### src/hw/rtl/erm_pkg.sv
// erm_pkg: shared constants and codes of the event rate and staleness monitor
// no dependencies; imported by every module of the block
`timescale 1ns / 1ps
`default_nettype none

package erm_pkg;

  // ring geometry default
  localparam int RING_DEPTH_DEF = 64;

  // rate arithmetic
  localparam int unsigned MHZ_SCALE    = 1000000;
  localparam int unsigned RATE_MAX_MHZ = 1000000000;

  // command codes
  localparam logic [1:0] CMD_FULL  = 2'd0;
  localparam logic [1:0] CMD_PART  = 2'd1;
  localparam logic [1:0] CMD_QUERY = 2'd2;

  // level codes
  localparam logic [1:0] LVL_OK    = 2'd0;
  localparam logic [1:0] LVL_WARN  = 2'd1;
  localparam logic [1:0] LVL_ERROR = 2'd2;
  localparam logic [1:0] LVL_STALE = 2'd3;

  // reason codes
  localparam logic [2:0] RSN_OK       = 3'd0;
  localparam logic [2:0] RSN_NEVER    = 3'd1;
  localparam logic [2:0] RSN_TIMEOUT  = 3'd2;
  localparam logic [2:0] RSN_RATE_LOW = 3'd3;
  localparam logic [2:0] RSN_RATE_CRIT = 3'd4;

  // source codes
  localparam logic [1:0] SRC_NONE = 2'd0;
  localparam logic [1:0] SRC_FULL = 2'd1;
  localparam logic [1:0] SRC_PART = 2'd2;

  // register indexes
  localparam logic [2:0] REG_EXPECTED   = 3'd0;
  localparam logic [2:0] REG_WARN_RATIO = 3'd1;
  localparam logic [2:0] REG_ERR_RATIO  = 3'd2;
  localparam logic [2:0] REG_TIMEOUT    = 3'd3;
  localparam logic [2:0] REG_WINDOW     = 3'd4;
  localparam logic [2:0] REG_STALE_ERR  = 3'd5;
  localparam logic [2:0] REG_RATE_ERR   = 3'd6;

  // register reset values
  localparam logic [19:0] EXPECTED_RST   = 20'd1000;
  localparam logic [8:0]  WARN_RATIO_RST = 9'd179;
  localparam logic [8:0]  ERR_RATIO_RST  = 9'd102;
  localparam logic [31:0] TIMEOUT_RST    = 32'd5000;
  localparam logic [31:0] WINDOW_RST     = 32'd6000;

endpackage

`default_nettype wire

### src/hw/rtl/erm_ring_mem.sv
// erm_ring_mem: arrival time ring storage, one write and one registered read port
// depends on erm_pkg for the default depth
`timescale 1ns / 1ps
`default_nettype none

module erm_ring_mem
  import erm_pkg::*;
#(
  parameter int DEPTH = RING_DEPTH_DEF,
  parameter int AW    = $clog2(RING_DEPTH_DEF)
) (
  input  wire logic          clk,
  input  wire logic          we,
  input  wire logic [AW-1:0] waddr,
  input  wire logic [31:0]   wdata,
  input  wire logic [AW-1:0] raddr,
  output logic      [31:0]   rdata
);

  logic [31:0] mem [DEPTH];

  always_ff @(posedge clk) begin
    if (we) begin
      mem[waddr] <= wdata;
    end
    rdata <= mem[raddr];
  end

endmodule

`default_nettype wire

### config.mk
export PLATFORM = sky130hd
export DESIGN_NAME = erm_ring_mem
export DESIGN_NICKNAME = d
export VERILOG_FILES = /design/src/hw/rtl/erm_pkg.sv /design/src/hw/rtl/erm_ring_mem.sv
export SDC_FILE = /design/constraint.sdc
export NUM_CORES = 2
export LEC_CHECK = 0
export BUFFER_PORTS_ARGS = -buffer_cell sky130_fd_sc_hd__buf_2
export CAP_MARGIN = 25
export CORE_ASPECT_RATIO = 1.75
export CORE_MARGIN = 3
export CORE_UTILIZATION = 60
export DETAILED_ROUTE_END_ITERATION = 6
export PLACE_DENSITY = 0.74
export SLEW_MARGIN = 20
export SYNTH_ARGS = -nofsm -noshare
export SYNTH_HDL_FRONTEND = slang
export SYNTH_SLANG_ARGS = --single-unit
### constraint.sdc
create_clock -name clk -period 4.6 [get_ports clk]
set_input_delay 0.46 -clock clk [delete_from_list [all_inputs] [get_ports clk]]
set_output_delay 0.46 -clock clk [all_outputs]
set_load 0.01 [all_outputs]
==> results_dict.tcl <==
set metrics [dict create \
    gp_congestion 0.841 \
    ys_ff_latch 2080 \
    required_ps 5220 \
    htree_levels 4 \
    cts_hold_buffers 0 \
    cp.arrival_ps 3570 \
    synthDistinctLibCells 34 \
    wl_met1_um 65900 \
    critPathMaxStageDelay_ps 950 \
    viasPerCell 7.03 \
    grtUsageTotal_pct 31.5 \
    antenna_found_initial 19 \
    setup_tns_ps 0 \
    yosys_warnings 0 \
    top_layer "met5" \
    worst_pin_slew_ps 1170 \
    routedWlPerCell_um 38.4 \
    die_y_um 485 \
    cp-start-kind "primary input" \
    dr_wl_met2_um 106000 \
    cap_viol_max_count 0 \
    fin_crit_sh_pct 64.2 \
    firstDrtPassIters 5 \
    hp-class "in2reg" \
    die_area_sq_um 135000 \
    hold_ws_ps 148 \
    cts_tree "yes" \
    dpl.hpwl_um 122000 \
    route.detailed.drc 0 \
    crit_chain "buf_8 -> buf_12 -> mux4_2 -> mux2i_1 -> nor2_1 -> o32ai_1 -> nor3_1" \
    vdd_drop_max_v 0.000398 \
    period_minus_slack_ps 2950 \
    cts_buffers 168 \
    synth.net_count 3370 \
    cts.clk_slew.worst_paths_ps 60 \
    core_region_area_sq_um 130000 \
    antenna_left 0 \
    grt_pass1_wl_um 294000 \
    num_io_pins 78 \
    rows 175 \
    nets 3612 \
    final_layout_size_suffix_gt1_share_pct 30.4 \
    synth.cell_area_sq_um 78500 \
    p_per_area_nw_per_um2 424 \
    clk_latency_ps 800 \
    area_delta_synth_final_pct 12.0 \
    clock_path_buffers 3 \
    cts_root_buf "clkbuf_16" \
    rsz0062_at_grt "no" \
    max_freq_mhz 339 \
    dr_total_vias 37900 \
    met3_length_um 21000 \
    hold_viol_final 0 \
    slew_headroom_pct 22.1 \
    grt_pass1_vias 39200 \
    overflow 0 \
    io_buffer_count 77 \
    endpoint_kind "flip-flop" \
    setup_viol 0 \
    wirelength_um 207000 \
    p_leak_nw 27.4 \
    syn_inst 3324 \
    cts-resized-gates 0 \
    die_w_um 279 \
    slew_viol_final 0 \
    crit_type "in2reg" \
    outcome "finished, final reports clean" \
    skew_ps 25.1 \
    path_max_fanout 59 \
    cts.sinks 2080 \
    initialDrtViolationCount 5527 \
    initial_core_util_pct 60.5 \
    cpMaxStageDelayCell "o32ai_1" \
    yosysSeqAreaShare_pct 79.1 \
    grt_start_max_net_pins 86 \
    syn_area_per_cell_sq_um 23.6 \
    postCtsSetupRepairBufs 0 \
]
-- sequential cells by signal (all words and copies together), names as in the netlist --
register and count:
mem 2048, rdata 32
-- where the power goes --
part / leakage [nW] / internal, mW / switching (mW)
sequential: 18.7 / 21.0 / 0.0886
clock: 2.61 / 7.62 / 6.54
combinational: 6.08 / 0.742 / 1.29
-- critical path: cells and delay by family --
family,cells,cell delay (ps)
and+or+nand+nor,2,200
buffers and inverters,2,970
AOI/OAI and AO/OA,1,950
muxes,2,880
-- placed cells by master (no fill, tap or decap), types with 33 or more instances in the layout --
cell,synthesis,layout
nor2_4,0,62
buf_2,57,69
o22ai_1,84,84
edfxtp_1,2048,2048
buf_12,0,39
clkbuf_1,74,33
nor2_1,137,75
clkbuf_16,0,173
mux2i_1,93,93
mux4_2,544,544
a21oi_1,62,62
buf_4,25,140
clkinv_2,0,33
-- synthesized netlist by cell type --
cell type	number	area, sq um
nor3_1	7	35.0
buf_2	57	285
or2_1	1	6.26
clkbuf_1	74	278
mux4_2	544	12300
nand4_1	2	12.5
a311oi_1	8	70.1
buf_4	25	188
nor2b_1	15	93.8
or3b_2	3	26.3
nand3b_1	5	37.5
nand3_1	5	25.0
o32ai_1	4	35.0
edfxtp_1	2048	61500
a41o_1	4	40.0
or3_1	3	18.8
dfxtp_1	32	641
o22ai_1	84	526
and3_1	4	25.0
or2_2	1	6.26
nand4b_1	1	8.76
and2_1	2	12.5
o221ai_1	27	236
a22oi_1	12	90.1
or3b_1	2	17.5
nor2_1	137	514
or2_0	1	6.26
mux2i_1	93	931
buf_6	5	56.3
nand2b_1	8	50.1
nand2_1	26	97.6
buf_1	21	78.8
a31oi_1	1	6.26
a21oi_1	62	310
-- routing by layer --
| metal | vias to the layer above | GRT usage [%] |
|---|---|---|
| met2 | 2702 | 52.5 |
| met1 | 19900 | 39.7 |
| met5 | - | 0 |
| li1 | 14700 | - |
| met4 | 8 | 17.4 |
| met3 | 568 | 5.71 |
-- final cells by class --
type                            count  area, sq um
Clock inverter                     99          821
Antenna cell                        7         17.5
Clock buffer                      213         4550
Sequential cell                  2080        62100
Fill cell                        7564        41900
Multi-Input combinational cell   1062        16000
Timing Repair Buffer              254         2300
Tap cell                         1681         2100
-- kinds of logic (layout without fill, tap and decap cells) --
| group | after synthesis | in the layout | synth area share, % |
|---|---|---|---|
| buf+inv | 182 | 566 | 1.13 |
| flops | 2080 | 2080 | 79.1 |
| compound gates | 202 | 202 | 1.67 |
| mux | 637 | 637 | 16.8 |
| simple gates | 223 | 223 | 1.27 |
| other cells | 0 | 7 | 0 |
-- through the flow --
| step | total power, mW | util [%] | cells | cell area [sq um] | setup slack (ps) |
|---|---|---|---|---|---|
| 4_1_cts | 37.4 | 67.7 | 5389 | 87900 | 1670 |
| 2_1_floorplan | 22.5 | - | 3324 | 78500 | 980 |
| 5_1_grt | 38.1 | 67.7 | 5390 | 87900 | 1600 |
| 6_report | 37.3 | 67.7 | 5396 | 87900 | 1650 |
| 3_3_place_gp | 23.4 | 63.3 | 5062 | 82200 | 693 |
| 3_5_place_dp | 23.5 | 63.6 | 5077 | 82500 | 842 |
-- path summary, 6_finish.rpt --
kind	start	end	slack, ps	cells past startpoint
setup reg to reg	mem[32][17]$_DFFE_PP_	rdata[17]$_DFF_P_	2090	5
setup / recovery	raddr[0]	rdata[17]$_DFF_P_	1650	7
hold / removal	wdata[31]	mem[17][31]$_DFFE_PP_	150	1
hold reg to reg	mem[12][8]$_DFFE_PP_	rdata[8]$_DFF_P_	770	4
Note: power is estimated with default switching activity, not from simulation.
