**config.mk**
```make
export PLATFORM = sky130hd
export DESIGN_NAME = erm_divider
export DESIGN_NICKNAME = d
export VERILOG_FILES = /design/src/hw/rtl/erm_pkg.sv /design/src/hw/rtl/erm_divider.sv
export SDC_FILE = /design/constraint.sdc
export NUM_CORES = 1
export LEC_CHECK = 0
export ABC_AREA = 0
export BUFFER_PORTS_ARGS = -buffer_cell sky130_fd_sc_hd__buf_2
export CAP_MARGIN = 20
export CORE_UTILIZATION = 39
export CTS_BUF_LIST = sky130_fd_sc_hd__clkbuf_2
export CTS_CLUSTER_SIZE = 12
export DETAILED_ROUTE_END_ITERATION = 16
export GPL_ROUTABILITY_DRIVEN = 0
export PLACE_DENSITY = 0.61
export REMOVE_ABC_BUFFERS = 1
export SYNTH_ARGS = -nofsm -noshare
export SYNTH_HDL_FRONTEND = slang
export SYNTH_SLANG_ARGS = --single-unit
```
**constraint.sdc**
```tcl
create_clock -name clk -period 8.6 [get_ports clk]
set_clock_uncertainty 0.2 [all_clocks]
set_input_delay 0.86 -clock clk [delete_from_list [all_inputs] [get_ports clk]]
set_output_delay 0.86 -clock clk [all_outputs]
set_load 0.005 [all_outputs]
```
**src/hw/rtl/erm_pkg.sv**
```systemverilog
// erm_pkg: shared constants and codes of the event rate and staleness monitor
// no dependencies; imported by every module of the block
`timescale 1ns / 1ps
`default_nettype none

package erm_pkg;

  // ring geometry default
  localparam int RING_DEPTH_DEF = 64;

  // rate arithmetic
  localparam int unsigned MHZ_SCALE    = 1000000;
  localparam int unsigned RATE_MAX_MHZ = 1000000000;

  // command codes
  localparam logic [1:0] CMD_FULL  = 2'd0;
  localparam logic [1:0] CMD_PART  = 2'd1;
  localparam logic [1:0] CMD_QUERY = 2'd2;

  // level codes
  localparam logic [1:0] LVL_OK    = 2'd0;
  localparam logic [1:0] LVL_WARN  = 2'd1;
  localparam logic [1:0] LVL_ERROR = 2'd2;
  localparam logic [1:0] LVL_STALE = 2'd3;

  // reason codes
  localparam logic [2:0] RSN_OK       = 3'd0;
  localparam logic [2:0] RSN_NEVER    = 3'd1;
  localparam logic [2:0] RSN_TIMEOUT  = 3'd2;
  localparam logic [2:0] RSN_RATE_LOW = 3'd3;
  localparam logic [2:0] RSN_RATE_CRIT = 3'd4;

  // source codes
  localparam logic [1:0] SRC_NONE = 2'd0;
  localparam logic [1:0] SRC_FULL = 2'd1;
  localparam logic [1:0] SRC_PART = 2'd2;

  // register indexes
  localparam logic [2:0] REG_EXPECTED   = 3'd0;
  localparam logic [2:0] REG_WARN_RATIO = 3'd1;
  localparam logic [2:0] REG_ERR_RATIO  = 3'd2;
  localparam logic [2:0] REG_TIMEOUT    = 3'd3;
  localparam logic [2:0] REG_WINDOW     = 3'd4;
  localparam logic [2:0] REG_STALE_ERR  = 3'd5;
  localparam logic [2:0] REG_RATE_ERR   = 3'd6;

  // register reset values
  localparam logic [19:0] EXPECTED_RST   = 20'd1000;
  localparam logic [8:0]  WARN_RATIO_RST = 9'd179;
  localparam logic [8:0]  ERR_RATIO_RST  = 9'd102;
  localparam logic [31:0] TIMEOUT_RST    = 32'd5000;
  localparam logic [31:0] WINDOW_RST     = 32'd6000;

endpackage

`default_nettype wire

```
**src/hw/rtl/erm_divider.sv**
```systemverilog
// erm_divider: restoring divider, one quotient bit per cycle
// depends on erm_pkg; divisor is 32 bits and never zero when started
`timescale 1ns / 1ps
`default_nettype none

module erm_divider
  import erm_pkg::*;
#(
  parameter int NUM_W = 27
) (
  input  wire logic             clk,
  input  wire logic             rst,
  input  wire logic             start,
  input  wire logic [NUM_W-1:0] numer,
  input  wire logic [31:0]      denom,
  output logic                  done,
  output logic      [NUM_W-1:0] quot
);

  localparam int CNT_W = $clog2(NUM_W + 1);

  logic             busy;
  logic [CNT_W-1:0] cnt;
  logic [31:0]      rem;
  logic [31:0]      den;
  logic [32:0]      trial;
  logic             fits;

  // shift the next numerator bit into the partial remainder
  assign trial = {rem, quot[NUM_W-1]};
  assign fits  = (trial >= {1'b0, den});

  always_ff @(posedge clk) begin
    if (rst) begin
      busy <= 1'b0;
      done <= 1'b0;
      cnt  <= '0;
    end else begin
      done <= 1'b0;
      if (start) begin
        busy <= 1'b1;
        cnt  <= '0;
        rem  <= '0;
        den  <= denom;
        quot <= numer;
      end else if (busy) begin
        rem  <= fits ? 32'(trial - {1'b0, den}) : trial[31:0];
        quot <= {quot[NUM_W-2:0], fits};
        if (cnt == CNT_W'(NUM_W - 1)) begin
          busy <= 1'b0;
          done <= 1'b1;
        end else begin
          cnt <= cnt + 1'b1;
        end
      end
    end
  end

endmodule

`default_nettype wire

```
==> results_dict.tcl <==
set metrics [dict create \
    status "completed" \
    overflow 0 \
    layout_worst_path_cycle_share_pct 43.2 \
    grt_pass1_vias 4187 \
    timing.final.max_slew_violations 0 \
    synth-compound-area-share_pct 15.9 \
    cts_resized 0 \
    synth-xor-area-share_pct 3.67 \
    place.port_buffers 89 \
    drv_cap 0 \
    ys_warn_count 0 \
    drive_gt1_share_pct 22.9 \
    cts_sinks 98 \
    p_per_area_nw_per_um2 183 \
    end_kind "flip-flop" \
    post_cts_buffers 0 \
    floorplan.initialDensity_pct 40.7 \
    grt_pass1_wl_um 20400 \
    tritoncts "built" \
    synth_top_family_by_area "compound AO/OA/AOI/OAI gates" \
    wirelength_um 12300 \
    synth-edff-count 91 \
    synth_area_leaders "edfxtp_1 (48%), ha_1 (7.4%), mux2_2 (5.3%)" \
    ys.flop_type "edfxtp_1" \
    clk_pin_slew_ps 270 \
    yosysSeqAreaShare_pct 50.1 \
    synth_area_um2 5730 \
    worstPathRequired_ps 8930 \
    pre_cts_ws_ps 4620 \
    synth.top_cell.area_share_pct 47.7 \
    worstPathArrival_ps 4050 \
    hpwl_um 8660 \
    worst_slew_pin_slew_ps 944 \
    ir_drop_v 0.0000947 \
    via_per_inst 5.32 \
    synth-async-reset-ratio_pct 0 \
    rsz0062_at_grt "no" \
    nets 726 \
    hold_viol 0 \
    dr.pass1.iters 4 \
    clockBufferDepth 2 \
    layout_commonest_cell "edfxtp_1" \
    period_needed_ps 3720 \
    max_freq_ghz 0.269 \
    relSlewSlack_pct 36.9 \
    core.rowCount 43 \
    synthMuxAreaShare_pct 5.48 \
    dieArea_um2 15200 \
    grt_max_degree 64 \
    syn_area_per_cell_um2 10.5 \
    insertion_delay_ps 640 \
    timing.hold.ws_ps 171 \
    core_um2 14100 \
    ys_ff_latch 98 \
    dieHeight_um 123 \
    synth.largest_area_cell "edfxtp_1" \
    worst-path-max-fanout 19 \
    min_path_type "in2reg" \
    htreeDepth 3 \
    final_cell_mix "edfxtp_1 (91), buf_2 (89), nand2_1 (66)" \
    hold_buffers 0 \
    antenna_found_initial 0 \
    cp-start-kind "flip-flop" \
    areaGrowthSynthToFinish_pct 12.4 \
    ctsRootBufferMaster "clkbuf_2" \
    ios 90 \
    remaining_drc_errors 0 \
    syn_inst 547 \
    yosys.area_share.adder_pct 7.77 \
    vias 4333 \
    leakagePower_nw 2.67 \
    n_antenna_cell 0 \
    grt_use_total_pct 17.5 \
    fin_util_pct 45.7 \
    synth-simple-area-share_pct 12.8 \
    numCtsBuffers 9 \
    fin_setup_tns_ps 0 \
    worstSetupPathType "reg2reg" \
    yosysUniqueCellTypes 55 \
    drt-wirelength-per-cell_um 15.1 \
    setup_viol 0 \
    ant_nets 0 \
    fin_ws_ps 4880 \
    drt_iter0_drc 295 \
    die-width_um 123 \
]
==> critical path, cell delays in order (launching register included) <==
cell	delay, ps
edfxtp_1	470
ha_1	450
nand4_2	170
or4_1	560
o31a_1	310
o211ai_2	70
a211oi_2	80
nor2_2	610
buf_4	370
o311a_1	200
a32o_1	130
==> worst paths after layout <==
path                  start      end  slack [ps]  cells after the start
setup reg to reg    rem[15]  rem[27]        4880                     10
hold reg to reg      cnt[4]     done         350                      2
hold / removal    denom[29]  den[29]         170                      1
setup / recovery    rem[15]  rem[27]        4880                     10
==> flip-flops by register name, indices dropped and copies added (netlist names) <==
name and flops:
rem 32, den 32, done 1, busy 1
quot 27, cnt 5
==> per-layer routing <==
layer  up-vias  global-route usage [%]  routed length, um
met1      2027                    23.6               5820
li1       2169                       -                  -
met4         0                    5.95                165
met2       126                    26.3               5370
met3        11                    5.63                939
met5         -                       0                  0
==> cell families after synthesis <==
family,count (synthesis)
adder cells (fa/ha/maj),35
AO/OA/AOI/OAI,145
XOR/XNOR,24
multiplexers,28
buffers and inverters,62
flip-flops,98
AND/OR/NAND/NOR,155
==> synthesized netlist by cell type, drive strengths merged, types with 3 or more instances <==
cell type and instances:
buf 6, a211oi 13, inv 40, or2 3, mux2 27, o21a 5
a31oi 3, ha 34, edfxtp 91, nand3 8, xor2 10, and2 3
dfxtp 7, clkbuf 16, o21bai 3, o21ai 31, a21o 18, nor3 8
nor4b 3, nand2b 8, a21oi 50, nand2 66, o211ai 7, xnor2 14
nand4 7, nor2 32, nor4 5, or3 3
==> where the power goes <==
part,internal (mW),switching [mW],total [mW]
Clock,0.0420,0.161,0.203
Sequential,0.575,0.0191,0.594
Combinational,0.156,0.228,0.384
Total,0.773,0.407,1.18
==> per-stage QoR <==
step	cells	power (mW)	cell area, um2
2_1_floorplan	525	0.879	5640
4_1_cts	814	1.19	6440
6_report	814	1.18	6440
3_5_place_dp	798	0.987	6350
3_3_place_gp	798	0.982	6350
5_1_grt	814	1.26	6440
==> layout make-up <==
class | instances | area [um2]
Clock buffer | 12 | 60.1
Clock inverter | 4 | 28.8
Fill cell | 1384 | 7650
Inverter | 40 | 150
Multi-Input combinational cell | 387 | 2630
Sequential cell | 98 | 2870
Tap cell | 180 | 225
Timing Repair Buffer | 93 | 475
(Power assumes the default switching activity.)
